**src/rtl/mdc_pkg.sv**
```systemverilog
// ----------------------------------------------------------------------------
// mdc_pkg
// Shared types and constants of the mail domain classifier.
// ----------------------------------------------------------------------------
`default_nettype none

package mdc_pkg;

	localparam logic [7:0] CHR_HASH = 8'h23;
	localparam logic [7:0] CHR_DASH = 8'h2D;
	localparam logic [7:0] CHR_DOT = 8'h2E;
	localparam logic [7:0] CHR_ZERO = 8'h30;
	localparam logic [7:0] CHR_NINE = 8'h39;
	localparam logic [7:0] CHR_UPPER_A = 8'h41;
	localparam logic [7:0] CHR_UPPER_Z = 8'h5A;
	localparam logic [7:0] CHR_LOWER_A = 8'h61;
	localparam logic [7:0] CHR_LOWER_Z = 8'h7A;

	localparam logic [9:0] OCTET_MAX = 10'd255;
	localparam logic [1:0] OCTET_DIGITS_MAX = 2'd3;
	localparam logic [1:0] OCTET_LAST = 2'd3;
	localparam logic [7:0] MAX_LEN_RESET = 8'd255;

	localparam logic [1:0] KIND_NAME = 2'd0;
	localparam logic [1:0] KIND_NUMBER = 2'd1;
	localparam logic [1:0] KIND_IPV4 = 2'd2;

	localparam int MID_DEPTH = 4;
	localparam int MID_AW = $clog2(MID_DEPTH);
	localparam int MID_CW = $clog2(MID_DEPTH + 1);

	typedef enum logic [2:0] {
		CLS_LETTER,
		CLS_DIGIT,
		CLS_HASH,
		CLS_DOT,
		CLS_DASH,
		CLS_OTHER
	} cls_t;

	typedef enum logic [1:0] {
		MODE_BEGIN,
		MODE_NAME,
		MODE_NUMBER,
		MODE_IP
	} mode_t;

	typedef struct packed {
		logic [7:0] text_byte;
		logic       last_byte;
	} in_word_t;

	typedef struct packed {
		cls_t       cls;
		logic [3:0] digit;
		logic       last;
	} mid_word_t;

	typedef struct packed {
		logic        store_char;
		logic [7:0]  store_index;
		logic        done_res;
		logic        accepted;
		logic [1:0]  domain_kind;
		logic [31:0] ipv4_address;
		logic [7:0]  text_length;
	} out_word_t;

endpackage

`default_nettype wire

```
**src/rtl/mdc_front.sv**
```systemverilog
// ----------------------------------------------------------------------------
// mdc_front
// Input side: accepts text bytes and reduces each to a character class word.
// ----------------------------------------------------------------------------
`default_nettype none

module mdc_front import mdc_pkg::*; (
	input  wire logic      push,
	output logic           full,
	input  wire in_word_t  item,
	input  wire logic      mid_full,
	output logic           mid_push,
	output mid_word_t      mid_wdata
);

	logic [7:0] b;
	logic       is_letter;
	logic       is_digit;

	assign b = item.text_byte;
	assign is_letter = (b >= CHR_UPPER_A && b <= CHR_UPPER_Z) ||
		(b >= CHR_LOWER_A && b <= CHR_LOWER_Z);
	assign is_digit = (b >= CHR_ZERO && b <= CHR_NINE);

	always_comb begin
		mid_wdata.digit = b[3:0];
		mid_wdata.last = item.last_byte;
		priority if (is_letter) begin
			mid_wdata.cls = CLS_LETTER;
		end else if (is_digit) begin
			mid_wdata.cls = CLS_DIGIT;
		end else if (b == CHR_HASH) begin
			mid_wdata.cls = CLS_HASH;
		end else if (b == CHR_DOT) begin
			mid_wdata.cls = CLS_DOT;
		end else if (b == CHR_DASH) begin
			mid_wdata.cls = CLS_DASH;
		end else begin
			mid_wdata.cls = CLS_OTHER;
		end
	end

	assign full = mid_full;
	assign mid_push = push && !mid_full;

endmodule

`default_nettype wire

```
**src/rtl/mdc_queue.sv**
```systemverilog
// ----------------------------------------------------------------------------
// mdc_queue
// Short queue of class words between the front and the back.
// ----------------------------------------------------------------------------
`default_nettype none

module mdc_queue import mdc_pkg::*; (
	input  wire logic       clk,
	input  wire logic       arst_n,
	input  wire logic       wr_en,
	input  wire mid_word_t  wr_data,
	output logic            full,
	input  wire logic       rd_en,
	output mid_word_t       rd_data,
	output logic            empty
);

	mid_word_t          mem_q [MID_DEPTH];
	logic [MID_AW-1:0]  wr_ptr_q;
	logic [MID_AW-1:0]  rd_ptr_q;
	logic [MID_CW-1:0]  count_q;
	logic               do_wr;
	logic               do_rd;

	assign full = (count_q == MID_CW'(MID_DEPTH));
	assign empty = (count_q == '0);
	assign do_wr = wr_en && !full;
	assign do_rd = rd_en && !empty;
	assign rd_data = mem_q[rd_ptr_q];

	always_ff @(posedge clk) begin
		if (do_wr) begin
			mem_q[wr_ptr_q] <= wr_data;
		end
	end

	always_ff @(posedge clk or negedge arst_n) begin
		if (!arst_n) begin
			wr_ptr_q <= '0;
			rd_ptr_q <= '0;
			count_q <= '0;
		end else begin
			if (do_wr) begin
				wr_ptr_q <= wr_ptr_q + 1'b1;
			end
			if (do_rd) begin
				rd_ptr_q <= rd_ptr_q + 1'b1;
			end
			if (do_wr && !do_rd) begin
				count_q <= count_q + 1'b1;
			end else if (do_rd && !do_wr) begin
				count_q <= count_q - 1'b1;
			end
		end
	end

endmodule

`default_nettype wire

```
**src/rtl/mdc_back.sv**
```systemverilog
// ----------------------------------------------------------------------------
// mdc_back
// Parse state machine, octet accumulation and a two-entry result buffer.
// ----------------------------------------------------------------------------
`default_nettype none

module mdc_back import mdc_pkg::*; (
	input  wire logic       clk,
	input  wire logic       arst_n,
	input  wire logic       cfg_we,
	input  wire logic [7:0] cfg_wdata,
	input  wire logic       mid_empty,
	input  wire mid_word_t  mid_rdata,
	output logic            mid_pop,
	input  wire logic       pop,
	output logic            empty,
	output out_word_t       result
);

	logic [7:0]  maxlen_q;
	mode_t       mode_q;
	logic        err_q;
	logic [9:0]  oval_q;
	logic [1:0]  odig_q;
	logic [1:0]  onum_q;
	logic [31:0] addr_q;
	logic [7:0]  cnt_q;

	mode_t       p_mode;
	logic        p_err;
	logic [9:0]  p_oval;
	logic [1:0]  p_odig;
	logic [1:0]  p_onum;
	logic [31:0] p_addr;
	logic [7:0]  p_cnt;
	logic        st;
	logic [7:0]  ix;

	out_word_t   res;
	out_word_t   obuf_q [2];
	logic        head_q;
	logic [1:0]  ocnt_q;
	logic        out_pop;
	logic        take;
	logic        tail;

	assign out_pop = pop && (ocnt_q != 2'd0);
	assign take = !mid_empty && ((ocnt_q != 2'd2) || out_pop);
	assign mid_pop = take;
	assign empty = (ocnt_q == 2'd0);
	assign result = obuf_q[head_q];
	assign tail = head_q ^ ocnt_q[0];

	// Next state of the parser for the word at the head of the queue.
	always_comb begin
		logic want_store;
		logic want_digit;
		logic oct_ok;
		want_store = 1'b0;
		want_digit = 1'b0;
		oct_ok = (odig_q != 2'd0) && (oval_q <= OCTET_MAX);
		p_mode = mode_q;
		p_err = err_q;
		p_oval = oval_q;
		p_odig = odig_q;
		p_onum = onum_q;
		p_addr = addr_q;
		p_cnt = cnt_q;
		st = 1'b0;
		ix = 8'd0;
		if (!err_q) begin
			unique case (mode_q)
				MODE_BEGIN: begin
					priority if (mid_rdata.cls == CLS_HASH) begin
						p_mode = MODE_NUMBER;
						want_store = 1'b1;
					end else if (mid_rdata.cls == CLS_LETTER) begin
						p_mode = MODE_NAME;
						want_store = 1'b1;
					end else if (mid_rdata.cls == CLS_DIGIT) begin
						p_mode = MODE_IP;
						want_digit = 1'b1;
					end else begin
						p_err = 1'b1;
					end
				end
				MODE_NAME: begin
					if (mid_rdata.cls == CLS_LETTER || mid_rdata.cls == CLS_DIGIT ||
						((mid_rdata.cls == CLS_DOT || mid_rdata.cls == CLS_DASH) &&
						!mid_rdata.last)) begin
						want_store = 1'b1;
					end else begin
						p_err = 1'b1;
					end
				end
				MODE_NUMBER: begin
					if (mid_rdata.cls == CLS_DIGIT ||
						(mid_rdata.cls == CLS_DOT && !mid_rdata.last)) begin
						want_store = 1'b1;
					end else begin
						p_err = 1'b1;
					end
				end
				MODE_IP: begin
					priority if (mid_rdata.cls == CLS_DIGIT) begin
						want_digit = 1'b1;
					end else if (mid_rdata.cls == CLS_DOT && !mid_rdata.last && oct_ok &&
						onum_q != OCTET_LAST) begin
						p_addr = {addr_q[23:0], oval_q[7:0]};
						p_onum = onum_q + 1'b1;
						p_oval = 10'd0;
						p_odig = 2'd0;
					end else begin
						p_err = 1'b1;
					end
				end
				default: begin
					p_err = 1'b1;
				end
			endcase
		end
		if (want_store) begin
			if (cnt_q >= maxlen_q) begin
				p_err = 1'b1;
			end else begin
				st = 1'b1;
				ix = cnt_q;
				p_cnt = cnt_q + 1'b1;
			end
		end
		if (want_digit) begin
			if (odig_q >= OCTET_DIGITS_MAX) begin
				p_err = 1'b1;
			end else begin
				p_oval = {oval_q[6:0], 3'b000} + {oval_q[8:0], 1'b0} +
					{6'd0, mid_rdata.digit};
				p_odig = odig_q + 1'b1;
			end
		end
	end

	// Result word for the same input word.
	always_comb begin
		res.store_char = st;
		res.store_index = ix;
		res.done_res = mid_rdata.last;
		res.accepted = 1'b0;
		res.domain_kind = KIND_NAME;
		res.ipv4_address = 32'd0;
		res.text_length = 8'd0;
		if (mid_rdata.last && !p_err) begin
			if (p_mode == MODE_NAME || p_mode == MODE_NUMBER) begin
				res.accepted = 1'b1;
				res.domain_kind = (p_mode == MODE_NAME) ? KIND_NAME : KIND_NUMBER;
				res.text_length = p_cnt;
			end else if (p_mode == MODE_IP && p_onum == OCTET_LAST && p_odig != 2'd0 &&
				p_oval <= OCTET_MAX) begin
				res.accepted = 1'b1;
				res.domain_kind = KIND_IPV4;
				res.ipv4_address = {p_addr[23:0], p_oval[7:0]};
			end
		end
	end

	always_ff @(posedge clk) begin
		if (take) begin
			obuf_q[tail] <= res;
		end
	end

	always_ff @(posedge clk or negedge arst_n) begin
		if (!arst_n) begin
			maxlen_q <= MAX_LEN_RESET;
			mode_q <= MODE_BEGIN;
			err_q <= 1'b0;
			oval_q <= 10'd0;
			odig_q <= 2'd0;
			onum_q <= 2'd0;
			addr_q <= 32'd0;
			cnt_q <= 8'd0;
			head_q <= 1'b0;
			ocnt_q <= 2'd0;
		end else begin
			if (cfg_we) begin
				maxlen_q <= cfg_wdata;
			end
			if (take) begin
				if (mid_rdata.last) begin
					mode_q <= MODE_BEGIN;
					err_q <= 1'b0;
					oval_q <= 10'd0;
					odig_q <= 2'd0;
					onum_q <= 2'd0;
					addr_q <= 32'd0;
					cnt_q <= 8'd0;
				end else begin
					mode_q <= p_mode;
					err_q <= p_err;
					oval_q <= p_oval;
					odig_q <= p_odig;
					onum_q <= p_onum;
					addr_q <= p_addr;
					cnt_q <= p_cnt;
				end
			end
			if (out_pop) begin
				head_q <= ~head_q;
			end
			if (take && !out_pop) begin
				ocnt_q <= ocnt_q + 1'b1;
			end else if (out_pop && !take) begin
				ocnt_q <= ocnt_q - 1'b1;
			end
		end
	end

endmodule

`default_nettype wire

```
**src/rtl/mail_domain_classifier.sv**
```systemverilog
// ----------------------------------------------------------------------------
// mail_domain_classifier
// Classifies a mail domain byte by byte as host name, number form or IPv4.
// ----------------------------------------------------------------------------
// Channel   Ports                  Handshake
// input     item, push, full       word taken when push and not full
// result    result, empty, pop     word taken when pop and not empty
// config    cfg_wdata, cfg_we      written when cfg_we
//
// One input word enters per cycle while full is low; each yields one result word.
// A word crosses the front into a four-entry queue, then the parser in the
// back writes its result into a two-entry output buffer, and the result word
// shows on the result ports from that buffer once both have registered it.
// Reset clears all control state and sets the length limit to 255.
// A stalled result side fills the buffer, then the queue, then raises full.
// ----------------------------------------------------------------------------
`default_nettype none

module mail_domain_classifier import mdc_pkg::*; (
	input  wire logic       clk,
	input  wire logic       arst_n,
	input  wire logic       push,
	output logic            full,
	input  wire in_word_t   item,
	output logic            empty,
	input  wire logic       pop,
	output out_word_t       result,
	input  wire logic       cfg_we,
	input  wire logic [7:0] cfg_wdata
);

	logic      mid_full;
	logic      mid_push;
	mid_word_t mid_wdata;
	logic      mid_empty;
	logic      mid_pop;
	mid_word_t mid_rdata;

	mdc_front u_front (
		.push      (push),
		.full      (full),
		.item      (item),
		.mid_full  (mid_full),
		.mid_push  (mid_push),
		.mid_wdata (mid_wdata)
	);

	mdc_queue u_queue (
		.clk     (clk),
		.arst_n  (arst_n),
		.wr_en   (mid_push),
		.wr_data (mid_wdata),
		.full    (mid_full),
		.rd_en   (mid_pop),
		.rd_data (mid_rdata),
		.empty   (mid_empty)
	);

	mdc_back u_back (
		.clk       (clk),
		.arst_n    (arst_n),
		.cfg_we    (cfg_we),
		.cfg_wdata (cfg_wdata),
		.mid_empty (mid_empty),
		.mid_rdata (mid_rdata),
		.mid_pop   (mid_pop),
		.pop       (pop),
		.empty     (empty),
		.result    (result)
	);

endmodule

`default_nettype wire

```
**config.mk**
```make
export PLATFORM = sky130hd
export DESIGN_NAME = mail_domain_classifier
export DESIGN_NICKNAME = d
export VERILOG_FILES = /design/src/rtl/mdc_pkg.sv /design/src/rtl/mdc_front.sv /design/src/rtl/mdc_queue.sv /design/src/rtl/mdc_back.sv /design/src/rtl/mail_domain_classifier.sv
export SDC_FILE = /design/constraint.sdc
export NUM_CORES = 1
export LEC_CHECK = 0
export BUFFER_PORTS_ARGS = -buffer_cell sky130_fd_sc_hd__buf_2
export CAP_MARGIN = 10
export CORE_MARGIN = 1.5
export CORE_UTILIZATION = 50
export CTS_CLUSTER_SIZE = 30
export DETAILED_ROUTE_END_ITERATION = 10
export PLACE_DENSITY = 0.76
export SLEW_MARGIN = 15
export SYNTH_ARGS = -nofsm -noshare
export SYNTH_HDL_FRONTEND = slang
export SYNTH_SLANG_ARGS = --single-unit
```
**constraint.sdc**
```tcl
create_clock -name clk -period 4.25 [get_ports clk]
set_input_delay 0.85 -clock clk [delete_from_list [all_inputs] [get_ports clk]]
set_output_delay 0.85 -clock clk [all_outputs]
set_load 0.01 [all_outputs]
```
# Word-level counts from Yosys, hierarchy flattened

Memories as Yosys holds them, arrays and structs flattened.
Cells that the tools add are included.

Flip-flop bits (word level): 67
Bits in latches: 0
Memory bits (writable): 138
Memory bits (read-only): 0
Input bits: 22
Output and inout port bits: 55
Word-level logic and storage cells: 181
Memories kept: 2

$add $sub $neg: 11
Multipliers: 0
Divide/modulo/power cells: 0
Magnitude comparators: 10
Equality and inequality tests: 17
Shift-type cells: 0
Multiplexer cells: 81
Bitwise operators: 2
Reduce and logical (&&, ||, !) cells: 45

Memories:

| memory        | depth | width | read ports | clocked after memory_dff | write ports | RTL line        | text |
|---|---|---|---|---|---|---|---|
| u_back.obuf_q | 2     | 53    | 1          | 0                        | 1           | mdc_back.sv:40  | `out_word_t obuf_q [2];` |
| u_queue.mem_q | 4     | 8     | 1          | 0                        | 1           | mdc_queue.sv:18 | `mid_word_t mem_q [MID_DEPTH];` |

Operator list:

| cell                                                                               | count |
|---|---|
| 24-bit 2-to-1 mux                                                                  | 5 |
| 10-bit 2-to-1 mux                                                                  | 7 |
| 8-bit 2-to-1 mux                                                                   | 6 |
| 43-bit 2-to-1 mux                                                                  | 1 |
| 2-bit 2-to-1 mux                                                                   | 20 |
| 35-bit 2-to-1 mux                                                                  | 1 |
| 32-bit 2-to-1 mux                                                                  | 1 |
| 1-bit 2-to-1 mux                                                                   | 30 |
| 8-bit by 6-bit equality test with 1-bit output (second input constant)             | 3 |
| 1-bit logical AND                                                                  | 21 |
| 3-bit 2-to-1 mux                                                                   | 7 |
| 10-bit by 8-bit less-or-equal comparator with 1-bit output (second input constant) | 2 |
| 8-bit by 7-bit >= comparator with 1-bit output (second input constant)             | 2 |
| 8-bit by 7-bit less-or-equal comparator with 1-bit output (second input constant)  | 2 |
| 10-bit adder                                                                       | 1 |
| 10-bit by 4-bit adder with 10-bit output                                           | 1 |
| 2-bit by 1-bit adder with 2-bit output (second input constant)                     | 5 |
| 2-bit equality test (second input constant)                                        | 5 |
| 2-bit nonzero test                                                                 | 5 |
| 8-bit by 1-bit adder with 8-bit output (second input constant)                     | 1 |
| 8-bit by 6-bit >= comparator with 1-bit output (second input constant)             | 1 |
| 8-bit >= comparator                                                                | 1 |
| 8-bit by 6-bit less-or-equal comparator with 1-bit output (second input constant)  | 1 |
| 1-bit zero test                                                                    | 8 |
| 17 further kinds                                                                   | 29 |

# Longest topological paths before layout

An unclocked memory read counts as a cell.

Word-level depth: 17
Depth in mapped cells: 13
Gate-level depth less buffers: 11

# Cells and area by module

From an unflattened synthesis, not the netlist that was laid out.

Cell total of the unflattened synthesis: 795
Area total of the unflattened synthesis: 10,356.2 um^2

Modules (own cells, without submodules):

| module    | times used | cells each | area an instance (um^2) | sequential area each (um^2) |
|---|---|---|---|---|
| mdc_back  | 1          | 682        | 8,511.9                 | 4,694.5 |
| mdc_queue | 1          | 77         | 1,589.0                 | 1,136.1 |
| mdc_front | 1          | 36         | 255.2                   | 0.0 |

# Worst setup path after synthesis

No wires, ideal clock.

Kind: input to register
From: in pop
To: mem u_back.obuf_q[1][0] (netlist name), enable pin
Library setup time: 0.464 ns
Arrival: 3.450 ns
Required time: 3.786 ns
Setup slack: 0.336 ns
Stages on the path: 3
Path buffers: 1
Cells stage by stage: o32ai_1 -> clkbuf_1 -> nor2_1

Longest elaborated chain between the ends: 5

Ends and longest elaborated chain:

| item                                   | RTL line                     | text |
|---|---|---|
| from (decl)                            | mail_domain_classifier.sv:26 | `input wire logic pop,` |
| 1-bit logical AND                      | mdc_back.sv:47               | `assign out_pop = pop && (ocnt_q != 2'd0);` |
| 1-bit logical OR                       | mdc_back.sv:48               | `assign take = !mid_empty && ((ocnt_q != 2'd2) \|\| out_pop);` |
| 1-bit logical AND                      | mdc_back.sv:48               |  |
| 1-bit 2-to-1 mux                       | mdc_back.sv:166              | `if (take) begin` |
| 1-bit 2-to-1 mux (implied by the code) | mdc_back.sv:167              | `obuf_q[tail] <= res;` |
| to (decl)                              | mdc_back.sv:40               |  |

Every way passes these cells.

==> impl_results.md <==
* Outcome: finished, final reports clean
* Kind of start point of the critical path: flop
* Sw Pwr at 3.53 mW
* Post-Route WL at 21.5 mm
* Core box area at 19700 um^2
* Buf/Inv on CP at 3
* Final hold violation count at 0
* Clock tree from TritonCTS: yes
* Total of hold buffers inserted after clock tree synthesis at 0
* Placed cell areas at 10900 um^2
* Slowest Stage Delay on Critical Path at 0.62 ns
* Cell depth of the worst flop-to-flop path at 9
* Ys flop type: edfxtp_1
* Cell with the most instances after synthesis: edfxtp_1
* Total GRT Usage at 0.204
* Die extent in x at 145 um
* Vias in the first global route at 6844
* Fin Setup TNS at 0 ns
* Number of enable flip-flop cells after synthesis at 138
* Post-synthesis instance total at 773
* Maximum number of pins on one net before global-route repair at 55
* Clock sink total at 205
* Clock period minus final worst setup slack at 4.04 ns
* Kind of cell adding the most delay to the critical path: buffers and inverters
* Count of unique library cells instantiated by Yosys at 69
* Critical path fanouts, max at 17
* Reg2reg end: u_back.obuf_q[1][21]
* Layout cells sized above 1 at 0.291
* Final setup vio count at 0
* Average vias per placed instance at 5.98
* Share of total power in combinational logic at 0.421
* H-tree depth reported by CTS at 1
* Worst slack on hold paths at 0.380 ns
* Total congestion overflow at 0
* Setup WS post-layout at 0.207 ns
* RSZ-0062 raised after global routing: true
* Number of remaining DRC errors at 0
* Period utilization at 0.951
* Share of power burned in registers at 0.363
* Overall die area at 21100 um^2
* N_diodes at 0
* Standard-cell rows at 51
* Half-perimeter wire length after detailed placement at 13.8 mm
* Flop and latch count out of synthesis at 205
* Remaining antenna violation count at 0
* Part of the Yosys area used for sequential elements at 0.575
* Cell leakage power at 4.50 nW
* Maximum clock frequency at 247 MHz
* Cell with the largest stage delay on the worst path: mux4_2
* WS Path Type: flop to flop
* Height of the die at 145 um
* Worst rel slew slack at 0.374
* Later-pin clock latency in the skew report at 0.49 ns
* Count of buffers from port buffering at 76
* Endpoint required time on the critical path at 4.51 ns
* Register-to-register setup slack at 0.21 ns
* Library cell occupying the most area in the post-synthesis netlist: edfxtp_1
* Crit path top cell by count: buf_4
* Post-CTS Resized at 0
* Crit path arrival time at 4.30 ns
* I/O pin count at 77
* First-pass GRT wire length at 35.2 mm
* Ordered list of cells on the worst path: buf_4 -> mux4_2 -> or3b_2 -> or2_2 -> o22a_1 -> ha_1 -> inv_1 -> buf_4 -> a2111oi_2
* Warnings, synthesis at 0
* CTS Root Buffer Type: clkbuf_16
* Internal cell power at 5.77 mW
* # Max-Cap Violations at 0
* Origin of the critical flop-to-flop path: u_queue.rd_ptr_q[0]
* Summed area of non-filler cells in the final layout at 11700 um^2
* Layout-stage area growth over the synthesis result at 15.2%
* Area share of the leading cell type in the synthesized netlist at 0.409
* Number of pins with negative max-slew slack in the final report at 0
* Largest voltage drop on the vdd net at 526 uV
* Number of search-and-repair iterations in the first detailed-routing pass at 5
* Areal power density over the cells at 797 nW/um^2
* Number of nets in the synthesized netlist at 839
* Transition time of the tightest slew-check pin at 0.937 ns
* Clk pin slew, worst setup/hold paths at 0.06 ns
* Hold Path Class: primary input to asynchronous set/reset pin
* Portion of total power attributed to the clock network at 0.216
* DR vias at 6771
* Largest cells by area after synthesis: edfxtp_1, dfrtp_1, mux2_2
* Per-instance average area after synthesis at 13.1 um^2
* Post-synth ARST share at 0.327
* Initial DRC Count at 517
* Sw Ratio at 0.380
* Number of buffers inserted by post-CTS setup repair at 0
* Inserted Clock Buffers at 22
* Antenna violations before repair at 0
* Routed WL per cell at 19.0 um
* Skew final at 0.00916 ns
* Maximum count of clock buffers along a single path at 3
* Commonest cells in the synthesized netlist: edfxtp_1, nand2_1, dfrtp_1, mux2_2, ha_1
* Nets at 917
* Effective utilization at floorplan at 0.516
* Mapped cell area at 10100 um^2
* Type of destination of the critical path: flop
* Final weighted congestion in routability-driven placement at 0.853
* Minimum setup slack after placement at 0.173 ns
==> layout make-up <==
type                    count  area, um^2
well taps                 265         332
fillers                  1562        7980
clock inverters             9         148
flip-flops and latches    205        5830
inverters                  35         131
multi-input cells         487        4030
repair buffers            100         576
clock buffers              31         626
==> power groups by stage <==
stage / clock network, mW / registers, mW / logic [mW]
2_1_floorplan: 0 / 3.34 / 2.59
3_3_place_gp: 0 / 3.38 / 3.85
3_5_place_dp: 0 / 3.42 / 3.88
4_1_cts: 2.04 / 3.39 / 3.90
5_1_grt: 2.12 / 3.45 / 4.23
6_report: 2.01 / 3.38 / 3.91
==> flip-flops by register name, indices dropped and copies added, names as in the netlist <==
signal / count
u_back.odig_q: 2
u_queue.wr_ptr_q: 2
u_back.ocnt_q: 2
u_back.obuf_q: 106
u_queue.rd_ptr_q: 2
u_back.oval_q: 10
u_back.head_q: 1
u_queue.count_q: 3
u_back.cnt_q: 8
u_back.err_q: 1
u_back.mode_q: 2
u_back.maxlen_q: 8
u_back.onum_q: 2
u_queue.mem_q: 32
u_back.addr_q: 24
==> worst max path at each step <==
stage                         from                   end  slack [ns]  cells after the start
3_5_place_dp   u_queue.rd_ptr_q[0]  u_back.obuf_q[0][12]        0.17                     12
5_1_grt        u_queue.rd_ptr_q[0]  u_back.obuf_q[0][35]      -0.002                     12
4_1_cts        u_queue.rd_ptr_q[0]  u_back.obuf_q[0][12]        0.16                     12
6_report       u_queue.rd_ptr_q[0]  u_back.obuf_q[1][21]        0.21                      9
2_1_floorplan                  pop   u_back.obuf_q[1][0]        0.34                      3
3_3_place_gp   u_queue.rd_ptr_q[0]  u_back.obuf_q[0][26]        0.29                     12
==> worst register-to-register path, stage by stage (launching register included) <==
cell	delay, ns
dfrtp_1	0.45
buf_4	0.22
mux4_2	0.62
or3b_2	0.50
or2_2	0.32
o22a_1	0.24
ha_1	0.30
inv_1	0.35
buf_4	0.38
a2111oi_2	0.43
==> metrics by stage <==
| step | utilization | power, mW | std cells |
|---|---|---|---|
| 3_5_place_dp | 0.553 | 7.30 | 1092 |
| 2_1_floorplan | - | 5.92 | 773 |
| 4_1_cts | 0.593 | 9.33 | 1132 |
| 6_report | 0.594 | 9.30 | 1132 |
| 5_1_grt | 0.594 | 9.80 | 1132 |
| 3_3_place_gp | 0.553 | 7.24 | 1092 |
==> kinds of logic (layout without fill, tap and decap cells) <==
group / count (synthesis) / count (layout) / synth area share
flops: 205 / 205 / 0.575
simple gates: 196 / 196 / 0.0988
compound gates: 166 / 166 / 0.141
buf+inv: 81 / 175 / 0.0338
mux: 65 / 65 / 0.0811
fa+ha+maj: 44 / 44 / 0.0566
xor+xnor: 16 / 16 / 0.0138
==> placed cells by master (no fill, tap or decap), drive strengths merged, types with 4 or more instances in the layout <==
cell	instances
nand2	82
mux4	8
nand4	5
inv	35
o211ai	5
a31oi	5
xnor2	12
nand3	12
o31ai	8
edfxtp	138
or2	4
nor3	10
o311ai	7
nor2	27
nor4	10
and3	6
clkinv	4
and2	9
a211oi	13
mux2	57
ha	41
dfstp	8
or4	8
dfrtp	59
a21oi	12
xor2	4
nor2b	4
buf	100
o21ai	25
bufinv	4
a2111oi	29
nand4b	5
a22o	36
clkbuf	31
==> layer usage <==
metal,share of wire,GRT usage,vias up
met4,0.016,0.0505,0
li1,-,-,3134
met3,0.065,0.0295,35
met2,0.49,0.345,255
met1,0.43,0.279,3347
met5,0,0,-
No activity file was read; power rests on OpenSTA's default activity.
